--- src/hdl/rcpw_pkg.sv ---
// Shared constants, types and register codes for the pulse width capture core.
`timescale 1ns / 1ps
`default_nettype none

package rcpw_pkg;

  // Defaults for the top-level parameters.
  localparam int CHANNELS_DEF  = 4;
  localparam int TIME_BITS_DEF = 32;

  // Fixed field widths of the words on the channels.
  localparam int PIN_BITS     = 4;
  localparam int TIME_IN_BITS = 32;
  localparam int WIDTH_BITS   = 16;
  localparam int NUM_OUT_CH   = 4;
  localparam int CFG_IDX_BITS = 2;

  // Pin assignment of the output channels.
  localparam int CH_ROLL     = 0;
  localparam int CH_PITCH    = 1;
  localparam int CH_THROTTLE = 2;
  localparam int CH_YAW      = 3;

  // Register codes on the configuration port.
  typedef enum logic [CFG_IDX_BITS-1:0] {
    CFG_DEADBAND_LOW  = 2'd0,
    CFG_DEADBAND_HIGH = 2'd1,
    CFG_CENTER_VALUE  = 2'd2
  } cfg_index_t;

  // Register values after reset.
  localparam logic [WIDTH_BITS-1:0] DEADBAND_LOW_RST  = 16'd1492;
  localparam logic [WIDTH_BITS-1:0] DEADBAND_HIGH_RST = 16'd1508;
  localparam logic [WIDTH_BITS-1:0] CENTER_VALUE_RST  = 16'd1500;

  // Throttle scaling: (w - 1000) * 4 / 5 + 1000, truncated toward zero.
  // The magnitude 4*|w - 1000| stays below 2^18, and x * ceil(2^22 / 5) >> 22
  // equals x / 5 for every x below 2^22.
  localparam int                    THR_MAG_BITS   = 18;
  localparam int                    THR_RECIP_BITS = 20;
  localparam int                    THR_SHIFT      = 22;
  localparam int                    THR_PROD_BITS  = THR_MAG_BITS + THR_RECIP_BITS;
  localparam logic [WIDTH_BITS-1:0] THR_OFFSET     = 16'd1000;
  localparam logic [THR_RECIP_BITS-1:0] THR_RECIP  = 20'd838861;

  // What one lane reports to the merging stage.
  typedef struct packed {
    logic                  done;
    logic [WIDTH_BITS-1:0] width;
  } lane_status_t;

  // Stick conditioning registers.
  typedef struct packed {
    logic [WIDTH_BITS-1:0] deadband_low;
    logic [WIDTH_BITS-1:0] deadband_high;
    logic [WIDTH_BITS-1:0] center_value;
  } rcpw_cfg_t;

endpackage

`default_nettype wire

--- src/hdl/rcpw_ifs.sv ---
// Valid/ready channel interfaces for the sample words and the result words.
`timescale 1ns / 1ps
`default_nettype none

interface rcpw_in_if import rcpw_pkg::*; ();
  logic                    valid;
  logic                    ready;
  logic [PIN_BITS-1:0]     pin_levels;
  logic [TIME_IN_BITS-1:0] time_us;

  modport source (output valid, output pin_levels, output time_us, input ready);
  modport sink   (input valid, input pin_levels, input time_us, output ready);
endinterface

interface rcpw_out_if import rcpw_pkg::*; ();
  logic                  valid;
  logic                  ready;
  logic [WIDTH_BITS-1:0] roll_out;
  logic [WIDTH_BITS-1:0] pitch_out;
  logic [WIDTH_BITS-1:0] yaw_out;
  logic [WIDTH_BITS-1:0] throttle_out;
  logic [WIDTH_BITS-1:0] throttle_raw;
  logic [PIN_BITS-1:0]   pulse_done;

  modport source (output valid, output roll_out, output pitch_out, output yaw_out,
                  output throttle_out, output throttle_raw, output pulse_done,
                  input ready);
  modport sink   (input valid, input roll_out, input pitch_out, input yaw_out,
                  input throttle_out, input throttle_raw, input pulse_done,
                  output ready);
endinterface

`default_nettype wire

--- src/hdl/rcpw_lane.sv ---
// One capture lane: edge detection, rise timestamp and saturated pulse width.
`timescale 1ns / 1ps
`default_nettype none

module rcpw_lane import rcpw_pkg::*; #(
  parameter int TIME_BITS = TIME_BITS_DEF
) (
  input  wire logic                 clk,
  input  wire logic                 rst_n,
  input  wire logic                 load,
  input  wire logic                 level,
  input  wire logic [TIME_BITS-1:0] now,
  output lane_status_t              status
);

  // Difference width with room for at least one bit above the 16-bit result.
  localparam int DW = (TIME_BITS > WIDTH_BITS) ? TIME_BITS : WIDTH_BITS + 1;

  logic                  prev_r;
  logic [TIME_BITS-1:0]  rise_r;
  logic [WIDTH_BITS-1:0] width_r;

  logic [TIME_BITS-1:0]  diff;
  logic [DW-1:0]         diff_ext;
  logic [WIDTH_BITS-1:0] width_nxt;
  logic                  rise;
  logic                  fall;

  // Edge detection against the last seen level.
  assign rise = level && !prev_r;
  assign fall = !level && prev_r;

  // High time modulo the timestamp width, saturated to 16 bits.
  assign diff      = now - rise_r;
  assign diff_ext  = DW'(diff);
  assign width_nxt = (|diff_ext[DW-1:WIDTH_BITS]) ? {WIDTH_BITS{1'b1}}
                                                   : diff_ext[WIDTH_BITS-1:0];

  // Lane state advances on every accepted sample word.
  always_ff @(posedge clk) begin
    if (!rst_n) begin
      prev_r  <= 1'b0;
      rise_r  <= '0;
      width_r <= '0;
    end else if (load) begin
      prev_r <= level;
      if (rise) begin
        rise_r <= now;
      end
      if (fall) begin
        width_r <= width_nxt;
      end
    end
  end

  // The falling edge flag refers to the sample on the port; the width is
  // the stored value and reflects the last accepted sample.
  assign status.done  = fall;
  assign status.width = width_r;

endmodule

`default_nettype wire

--- src/hdl/rcpw_merge.sv ---
// Merging pipeline: deadband, throttle scaling and the output register.
`timescale 1ns / 1ps
`default_nettype none

module rcpw_merge import rcpw_pkg::*; (
  input  wire logic                  clk,
  input  wire logic                  rst_n,
  input  wire logic                  in_fire,
  input  wire logic [PIN_BITS-1:0]   done_in,
  input  wire logic [WIDTH_BITS-1:0] width_in [NUM_OUT_CH],
  input  wire rcpw_cfg_t             cfg,
  output logic                       take,
  rcpw_out_if.source                 out_word
);

  // Stage valids and the per-stage advance conditions.
  logic s1_v_r, s2_v_r, out_v_r;
  logic ready_out, ready_s2, ready_s1;

  logic [PIN_BITS-1:0] s1_done_r;

  logic [WIDTH_BITS-1:0]    s2_roll_r, s2_pitch_r, s2_yaw_r, s2_raw_r;
  logic [PIN_BITS-1:0]      s2_done_r;
  logic                     s2_neg_r;
  logic [THR_PROD_BITS-1:0] s2_prod_r;

  logic [WIDTH_BITS-1:0] out_roll_r, out_pitch_r, out_yaw_r, out_thr_r, out_raw_r;
  logic [PIN_BITS-1:0]   out_done_r;

  logic [WIDTH_BITS-1:0]    thr_w;
  logic                     thr_neg;
  logic [THR_MAG_BITS-1:0]  thr_mag;
  logic [THR_PROD_BITS-1:0] thr_prod;
  logic [WIDTH_BITS-1:0]    thr_quot;
  logic [WIDTH_BITS-1:0]    thr_nxt;

  assign ready_out = !out_v_r || out_word.ready;
  assign ready_s2  = !s2_v_r || ready_out;
  assign ready_s1  = !s1_v_r || ready_s2;
  assign take      = ready_s1;

  // Stick value: center inside the deadband, the raw width outside it.
  function automatic logic [WIDTH_BITS-1:0] stick(input logic [WIDTH_BITS-1:0] w,
                                                  input rcpw_cfg_t c);
    logic inside_band;
    inside_band = (w >= c.deadband_low) && (w <= c.deadband_high);
    return inside_band ? c.center_value : w;
  endfunction

  // Throttle magnitude 4*|w - 1000| and its scaling by one fifth.
  assign thr_w    = width_in[CH_THROTTLE];
  assign thr_neg  = thr_w < THR_OFFSET;
  assign thr_mag  = {(thr_neg ? THR_OFFSET - thr_w : thr_w - THR_OFFSET), 2'b00};
  assign thr_prod = THR_PROD_BITS'(thr_mag) * THR_PROD_BITS'(THR_RECIP);

  // Quotient, sign and offset back to the 1000 us base.
  assign thr_quot = s2_prod_r[THR_PROD_BITS-1:THR_SHIFT];
  assign thr_nxt  = s2_neg_r ? THR_OFFSET - thr_quot : THR_OFFSET + thr_quot;

  // Stage valids.
  always_ff @(posedge clk) begin
    if (!rst_n) begin
      s1_v_r  <= 1'b0;
      s2_v_r  <= 1'b0;
      out_v_r <= 1'b0;
    end else begin
      if (ready_s1) begin
        s1_v_r <= in_fire;
      end
      if (ready_s2) begin
        s2_v_r <= s1_v_r;
      end
      if (ready_out) begin
        out_v_r <= s2_v_r;
      end
    end
  end

  // Stage payloads; the lane widths already hold the state after the word in stage 1.
  always_ff @(posedge clk) begin
    if (ready_s1) begin
      s1_done_r <= done_in;
    end
    if (ready_s2) begin
      s2_roll_r  <= stick(width_in[CH_ROLL], cfg);
      s2_pitch_r <= stick(width_in[CH_PITCH], cfg);
      s2_yaw_r   <= stick(width_in[CH_YAW], cfg);
      s2_raw_r   <= thr_w;
      s2_neg_r   <= thr_neg;
      s2_prod_r  <= thr_prod;
      s2_done_r  <= s1_done_r;
    end
    if (ready_out) begin
      out_roll_r  <= s2_roll_r;
      out_pitch_r <= s2_pitch_r;
      out_yaw_r   <= s2_yaw_r;
      out_thr_r   <= thr_nxt;
      out_raw_r   <= s2_raw_r;
      out_done_r  <= s2_done_r;
    end
  end

  assign out_word.valid        = out_v_r;
  assign out_word.roll_out     = out_roll_r;
  assign out_word.pitch_out    = out_pitch_r;
  assign out_word.yaw_out      = out_yaw_r;
  assign out_word.throttle_out = out_thr_r;
  assign out_word.throttle_raw = out_raw_r;
  assign out_word.pulse_done   = out_done_r;

endmodule

`default_nettype wire

--- src/hdl/rc_pulse_width_capture_core.sv ---
// Top level: configuration registers, capture lanes and the merging pipeline.
// A result word is valid once its sample word has passed the stage 1, stage 2 and output registers.
// Throughput: one sample word per cycle while the output takes words; each lane updates in the accept cycle.
// The three-stage merge pipeline stalls stage by stage, so bubbles are absorbed.
// Reset (synchronous, rst_n low): lane levels, timestamps and widths clear to zero,
// the deadband and center registers return to 1492, 1508 and 1500, no word is held.
`timescale 1ns / 1ps
`default_nettype none

module rc_pulse_width_capture_core import rcpw_pkg::*; #(
  parameter int CHANNELS  = CHANNELS_DEF,
  parameter int TIME_BITS = TIME_BITS_DEF
) (
  input  wire logic                    clk,
  input  wire logic                    rst_n,
  rcpw_in_if.sink                      in_word,
  rcpw_out_if.source                   out_word,
  input  wire logic                    cfg_we,
  input  wire logic [CFG_IDX_BITS-1:0] cfg_index,
  input  wire logic [WIDTH_BITS-1:0]   cfg_wdata
);

  rcpw_cfg_t cfg_r;

  logic                  in_fire;
  logic                  take;
  logic [TIME_BITS-1:0]  now;
  lane_status_t          lane_st [CHANNELS];
  logic [WIDTH_BITS-1:0] width_sel [NUM_OUT_CH];
  logic [PIN_BITS-1:0]   done_sel;

  assign in_word.ready = take;
  assign in_fire       = in_word.valid && take;
  assign now           = TIME_BITS'(in_word.time_us);

  // Configuration register writes; unknown indexes are dropped.
  always_ff @(posedge clk) begin
    if (!rst_n) begin
      cfg_r.deadband_low  <= DEADBAND_LOW_RST;
      cfg_r.deadband_high <= DEADBAND_HIGH_RST;
      cfg_r.center_value  <= CENTER_VALUE_RST;
    end else if (cfg_we) begin
      case (cfg_index)
        CFG_DEADBAND_LOW:  cfg_r.deadband_low  <= cfg_wdata;
        CFG_DEADBAND_HIGH: cfg_r.deadband_high <= cfg_wdata;
        CFG_CENTER_VALUE:  cfg_r.center_value  <= cfg_wdata;
        default: ;
      endcase
    end
  end

  // One capture lane per channel; channels without a pin see a low level.
  for (genvar i = 0; i < CHANNELS; i++) begin : g_lane
    logic level;
    if (i < PIN_BITS) begin : g_pin
      assign level = in_word.pin_levels[i];
    end else begin : g_nopin
      assign level = 1'b0;
    end

    rcpw_lane #(
      .TIME_BITS (TIME_BITS)
    ) u_lane (
      .clk    (clk),
      .rst_n  (rst_n),
      .load   (in_fire),
      .level  (level),
      .now    (now),
      .status (lane_st[i])
    );
  end

  // Gather the four output channels; a missing channel reads as zero.
  for (genvar j = 0; j < NUM_OUT_CH; j++) begin : g_sel
    if (j < CHANNELS) begin : g_have
      assign width_sel[j] = lane_st[j].width;
      assign done_sel[j]  = lane_st[j].done;
    end else begin : g_none
      assign width_sel[j] = '0;
      assign done_sel[j]  = 1'b0;
    end
  end

  rcpw_merge u_merge (
    .clk      (clk),
    .rst_n    (rst_n),
    .in_fire  (in_fire),
    .done_in  (done_sel),
    .width_in (width_sel),
    .cfg      (cfg_r),
    .take     (take),
    .out_word (out_word)
  );

  // The input stalls only while a finished result waits at the output.
  a_stall_means_backlog: assert property (@(posedge clk) disable iff (!rst_n)
    !in_word.ready |-> (out_word.valid && !out_word.ready))
    else $error("input stalled without a pending result word");

  // A pin sampled high can never complete a pulse in the same word.
  a_no_done_while_high: assert property (@(posedge clk) disable iff (!rst_n)
    (in_fire && in_word.pin_levels[CH_ROLL]) |-> !done_sel[CH_ROLL])
    else $error("pulse completion flagged on a high roll pin");

  // The throttle mapping stays inside its reachable range.
  a_throttle_range: assert property (@(posedge clk) disable iff (!rst_n)
    out_word.valid |-> (out_word.throttle_out >= 16'd200 &&
                        out_word.throttle_out <= 16'd52628))
    else $error("throttle output out of range");

endmodule

`default_nettype wire

--- src/flat_wrapper.sv ---
// flat-port wrapper written by rule: the top's interface ports become plain ports
module rc_pulse_width_capture_core_flat import rcpw_pkg::*;
#(
  parameter int CHANNELS  = CHANNELS_DEF,
  parameter int TIME_BITS = TIME_BITS_DEF
)
  (clk, rst_n, cfg_we, cfg_index, cfg_wdata, in_word_valid, in_word_pin_levels, in_word_time_us, in_word_ready, out_word_valid, out_word_roll_out, out_word_pitch_out, out_word_yaw_out, out_word_throttle_out, out_word_throttle_raw, out_word_pulse_done, out_word_ready);
  rcpw_in_if in_word_i ();
  rcpw_out_if out_word_i ();
  input  wire logic clk;
  input  wire logic rst_n;
  input  wire logic cfg_we;
  input  wire logic [CFG_IDX_BITS-1:0] cfg_index;
  input  wire logic [WIDTH_BITS-1:0] cfg_wdata;
  input wire logic [$bits(in_word_i.valid)-1:0] in_word_valid;
  input wire logic [$bits(in_word_i.pin_levels)-1:0] in_word_pin_levels;
  input wire logic [$bits(in_word_i.time_us)-1:0] in_word_time_us;
  output wire logic [$bits(in_word_i.ready)-1:0] in_word_ready;
  output wire logic [$bits(out_word_i.valid)-1:0] out_word_valid;
  output wire logic [$bits(out_word_i.roll_out)-1:0] out_word_roll_out;
  output wire logic [$bits(out_word_i.pitch_out)-1:0] out_word_pitch_out;
  output wire logic [$bits(out_word_i.yaw_out)-1:0] out_word_yaw_out;
  output wire logic [$bits(out_word_i.throttle_out)-1:0] out_word_throttle_out;
  output wire logic [$bits(out_word_i.throttle_raw)-1:0] out_word_throttle_raw;
  output wire logic [$bits(out_word_i.pulse_done)-1:0] out_word_pulse_done;
  input wire logic [$bits(out_word_i.ready)-1:0] out_word_ready;
  assign in_word_i.valid = in_word_valid;
  assign in_word_i.pin_levels = in_word_pin_levels;
  assign in_word_i.time_us = in_word_time_us;
  assign in_word_ready = in_word_i.ready;
  assign out_word_valid = out_word_i.valid;
  assign out_word_roll_out = out_word_i.roll_out;
  assign out_word_pitch_out = out_word_i.pitch_out;
  assign out_word_yaw_out = out_word_i.yaw_out;
  assign out_word_throttle_out = out_word_i.throttle_out;
  assign out_word_throttle_raw = out_word_i.throttle_raw;
  assign out_word_pulse_done = out_word_i.pulse_done;
  assign out_word_i.ready = out_word_ready;
  rc_pulse_width_capture_core #(.CHANNELS(CHANNELS), .TIME_BITS(TIME_BITS)) u_core (.clk(clk), .rst_n(rst_n), .in_word(in_word_i), .out_word(out_word_i), .cfg_we(cfg_we), .cfg_index(cfg_index), .cfg_wdata(cfg_wdata));
endmodule
--- config.mk ---
export PLATFORM = sky130hd
export DESIGN_NAME = rc_pulse_width_capture_core_flat
export DESIGN_NICKNAME = d
export VERILOG_FILES = /design/src/hdl/rcpw_pkg.sv /design/src/hdl/rcpw_ifs.sv /design/src/hdl/rcpw_lane.sv /design/src/hdl/rcpw_merge.sv /design/src/hdl/rc_pulse_width_capture_core.sv /design/src/flat_wrapper.sv
export SDC_FILE = /design/constraint.sdc
export NUM_CORES = 1
export LEC_CHECK = 0
export ABC_AREA = 0
export CAP_MARGIN = 15
export CORE_MARGIN = 4
export CORE_UTILIZATION = 34
export CTS_BUF_LIST = sky130_fd_sc_hd__clkbuf_4 sky130_fd_sc_hd__clkbuf_8 sky130_fd_sc_hd__clkbuf_16
export DETAILED_ROUTE_END_ITERATION = 16
export DONT_BUFFER_PORTS = 1
export PLACE_DENSITY = 0.52
export SYNTH_ARGS = -nofsm -noshare
export SYNTH_HDL_FRONTEND = slang
export SYNTH_SLANG_ARGS = --single-unit
--- constraint.sdc ---
create_clock -name clk -period 21.2 [get_ports clk]
set_clock_uncertainty 0.15 [all_clocks]
set_input_delay 4.24 -clock clk [delete_from_list [all_inputs] [get_ports clk]]
set_output_delay 4.24 -clock clk [all_outputs]
set_load 0.02 [all_outputs]
==> results.md <==
- Initial drt markers: around 1300
- PnR worst setup slack: ~11000 ps
- Crit. End Element: output pin
- Tot Pwr: just over 4 mW
- Maxcap violations: 0
- Relative slew slack: 16.1%
- Die ar.: ~93000 um2
- Reg-to-reg endpoint: u_core.u_merge.s2_prod_r[37]$_DFFE_PP_
- Reg with most FFs: u_core.g_lane.u_lane.rise_r
- Worst Setup SP: out_word_ready
- Crit path arrival time: ~5300 ps
- Setup Viol. Count Final: 0
- RR Startpoint: u_core.g_lane[2].u_lane.width_r[5]$_SDFFE_PN0P_
- First-pass detailed-route iteration total: 5
- Clock latency on the worst-skew pair: about 590 ps
- Hold WC Path Type: flop to flop
- First-pass GRT wire length: ~130000 um
- Area growth from synthesis to layout: 9.35%
- Die width: 304 um
- Post-synth cell types: 93
- Hold Buf Count CTS: 0
- Worst-path clk slew: 60 ps
- H-Tree Depth: 2
- Fin crit period: 9730 ps
- CTS Root Cell: clkbuf_16
- Leak: between 10 and 15 nW
- Io pins: about 150
- Biggest regs: u_core.g_lane.u_lane.rise_r (128), u_core.g_lane.u_lane.width_r (64), u_core.cfg_r (48)
- Post-CTS setup buffers: 0
- Top cell type's share of synthesized area: 17.4%
- Sequential area share after synthesis: 34.0%
- Initial antenna violation count: 0
- Vias: ~23000
- Grt ovf: 0
- Largest net degree at the start of global routing: ~250
- Gr usage total: 17.0%
- Diode count: 0
- Post-Synthesis Cell Area: ~30000 um2
- FFs w/ async S/R, synth: 0%
- EDFF count, synth: 173
- Number of synthesized register bits: 420
- Top-count cell post-synth: nand2_1
- Synth area leaders: edfxtp_1 17%, dfxtp_1 17%, ha_1 15%
- CP Cell Sequence: nor2b_1 > nand3_1
- Worst vdd rail ir drop: between 0.0001 and 0.00015 V
- Layout cells sized above 1: under 10%
- Crit-path slowest cell: nand3_1
- Design area: 32600 um2
- TritonCTS clock tree: built
- Drt total wl: 81000 um
- CP max stage delay: approximately 700 ps
- Max-slew violations: 0
- R2R cell count: 26
- Placed cell areas: between 30000 and 40000 um2
- Final worst path period share: 45.9%
- Slew @ Worst Pin: around 1300 ps
- CTS buffer count: 50
- Post-Place Setup Slack: between 10000 and 15000 ps
- Syn. warnings: 0
- HPWL Detailed: between 60000 and 70000 um
- CP required: roughly 17000 ps
- Placer Congestion: between 0.8 and 0.9
- Final Util: a little under two fifths
- # clock sinks: 420
- Initial core utilization: ~34%
- Reg2Reg Setup Slack: approximately 12000 ps
- Crit start category: input port
- Max FFs per register: 128
- Die Ht: between 300 and 400 um
- Critical path endpoint: in_word_ready
- Core area: 86900 um2
- Drt drc: 0
- RSZ-0062 raised after global routing: false
- CP bufs+invs: 0
- Routed len/inst: between 15 and 20 um
- Post-CTS sizing: 0
- Post-Synthesis Cells: approximately 3300
- Setup TNS: 0 ps
- Crit-path max FO: 11
- Main flop type after synthesis: dfxtp_1
- Post-synthesis cell type with the largest combined area: edfxtp_1
- Vias in the first global route: 21600
- Max clock buf depth: 3
- Synth Area per Inst: about 9.0 um2
- Top post-synthesis cells by count: 471 x nand2_1, 354 x ha_1, 353 x inv_1
- Fin nets: roughly 3700
- Post-route ant nets: 0
- Delay-heaviest family, CP: simple AND/OR/NAND/NOR gates
- Worst setup path class: input port to output pin
- Critical path depth in cells: 2
- Syn_nets: between 3000 and 4000
- Power density over the cells: roughly 120 nW/um2
- F_max: roughly 100 MHz
- Vias per cell: about 5.1
- FP Rows: between 100 and 150
- Hold Fails Final Rpt: 0
- Status: completed
- Port-buffer cells: 0
[through the flow]
step | hold WS [ps] | instances
finish | 265 | 4450
global route | 270 | 4450
global placement | 250 | 4356
detailed placement | 255 | 4356
CTS | 267 | 4449
floorplan | 250 | 3305
[how the worst min path moves through the flow]
| stage | endpoint | start | slack (ps) | depth (start not counted) |
|---|---|---|---|---|
| after global routing | u_core.u_merge.out_word.throttle_raw[2]$_DFFE_PP_ | u_core.u_merge.s2_raw_r[2]$_DFFE_PP_ | 270 | 0 |
| after detailed placement | u_core.u_merge.out_word.pulse_done[2]$_DFFE_PP_ | u_core.u_merge.s2_done_r[2]$_DFFE_PP_ | 250 | 0 |
| after CTS | u_core.u_merge.out_word.yaw_out[2]$_DFFE_PP_ | u_core.u_merge.s2_yaw_r[2]$_DFFE_PP_ | 270 | 0 |
| after floorplan | u_core.u_merge.out_word.pitch_out[0]$_DFFE_PP_ | u_core.u_merge.s2_pitch_r[0]$_DFFE_PP_ | 250 | 0 |
| after global placement | u_core.u_merge.out_word.throttle_raw[1]$_DFFE_PP_ | u_core.u_merge.s2_raw_r[1]$_DFFE_PP_ | 250 | 0 |
| final | u_core.u_merge.out_word.yaw_out[2]$_DFFE_PP_ | u_core.u_merge.s2_yaw_r[2]$_DFFE_PP_ | 270 | 0 |
[power breakdown]
group | total, mW | switching, mW | leakage, nW | internal [mW]
Clock | 0.863 | 0.352 | 0.832 | 0.511
Sequential | 1.09 | 0.0820 | 4.05 | 1.00
Combinational | 2.11 | 1.19 | 8.84 | 0.914
[placed cells by master, fill, tap and decap left out, types with 12 or more instances in the layout]
master and n:
nand2_1 470, o21a_1 32, nor2b_1 33, mux2_2 48, a21boi_0 166, inv_1 352
a31oi_1 23, a211oi_1 24, buf_4 17, dfxtp_1 247, ha_1 354, o221a_2 18
edfxtp_1 173, a21o_1 72, nor4_1 13, o21ai_0 167, clkbuf_16 51, o21bai_1 27
nor3_1 38, fa_1 80, nand2b_1 40, o211ai_1 29, xor2_1 57, nand4_1 45
clkinv_2 12, nand3_1 59, nor2_1 114, xnor2_1 71, a21oi_1 229
[layout make-up]
type                            instances  area (um2)
Fill cell                            8768       54200
Multi-Input combinational cell       2411       17900
Sequential cell                       420       10100
Clock buffer                           68        1470
Tap cell                             1155        1450
Inverter                              353        1330
Clock inverter                         25         210
Timing Repair Buffer                   18         155
[kinds of logic (layout without fill, tap and decap cells)]
| kind of cell | Yosys count | in the layout | synth area share [%] |
|---|---|---|---|
| flip-flops | 420 | 420 | 34.0 |
| multiplexers | 55 | 55 | 2.05 |
| buffers and inverters | 474 | 464 | 6.22 |
| AO/OA/AOI/OAI | 892 | 892 | 19.8 |
| AND/OR/NAND/NOR | 902 | 902 | 14.0 |
| XOR/XNOR | 128 | 128 | 3.76 |
| adder cells (fa/ha/maj) | 434 | 434 | 20.2 |
[per-layer routing]
metal,track usage (%),wire [um],vias to the layer above
li1,-,-,11500
met1,24.6,39800,10700
met2,26.4,35200,416
met4,2.98,1190,0
met3,3.83,4840,68
met5,0,0,-
Note: power is estimated with default switching activity, not from simulation.
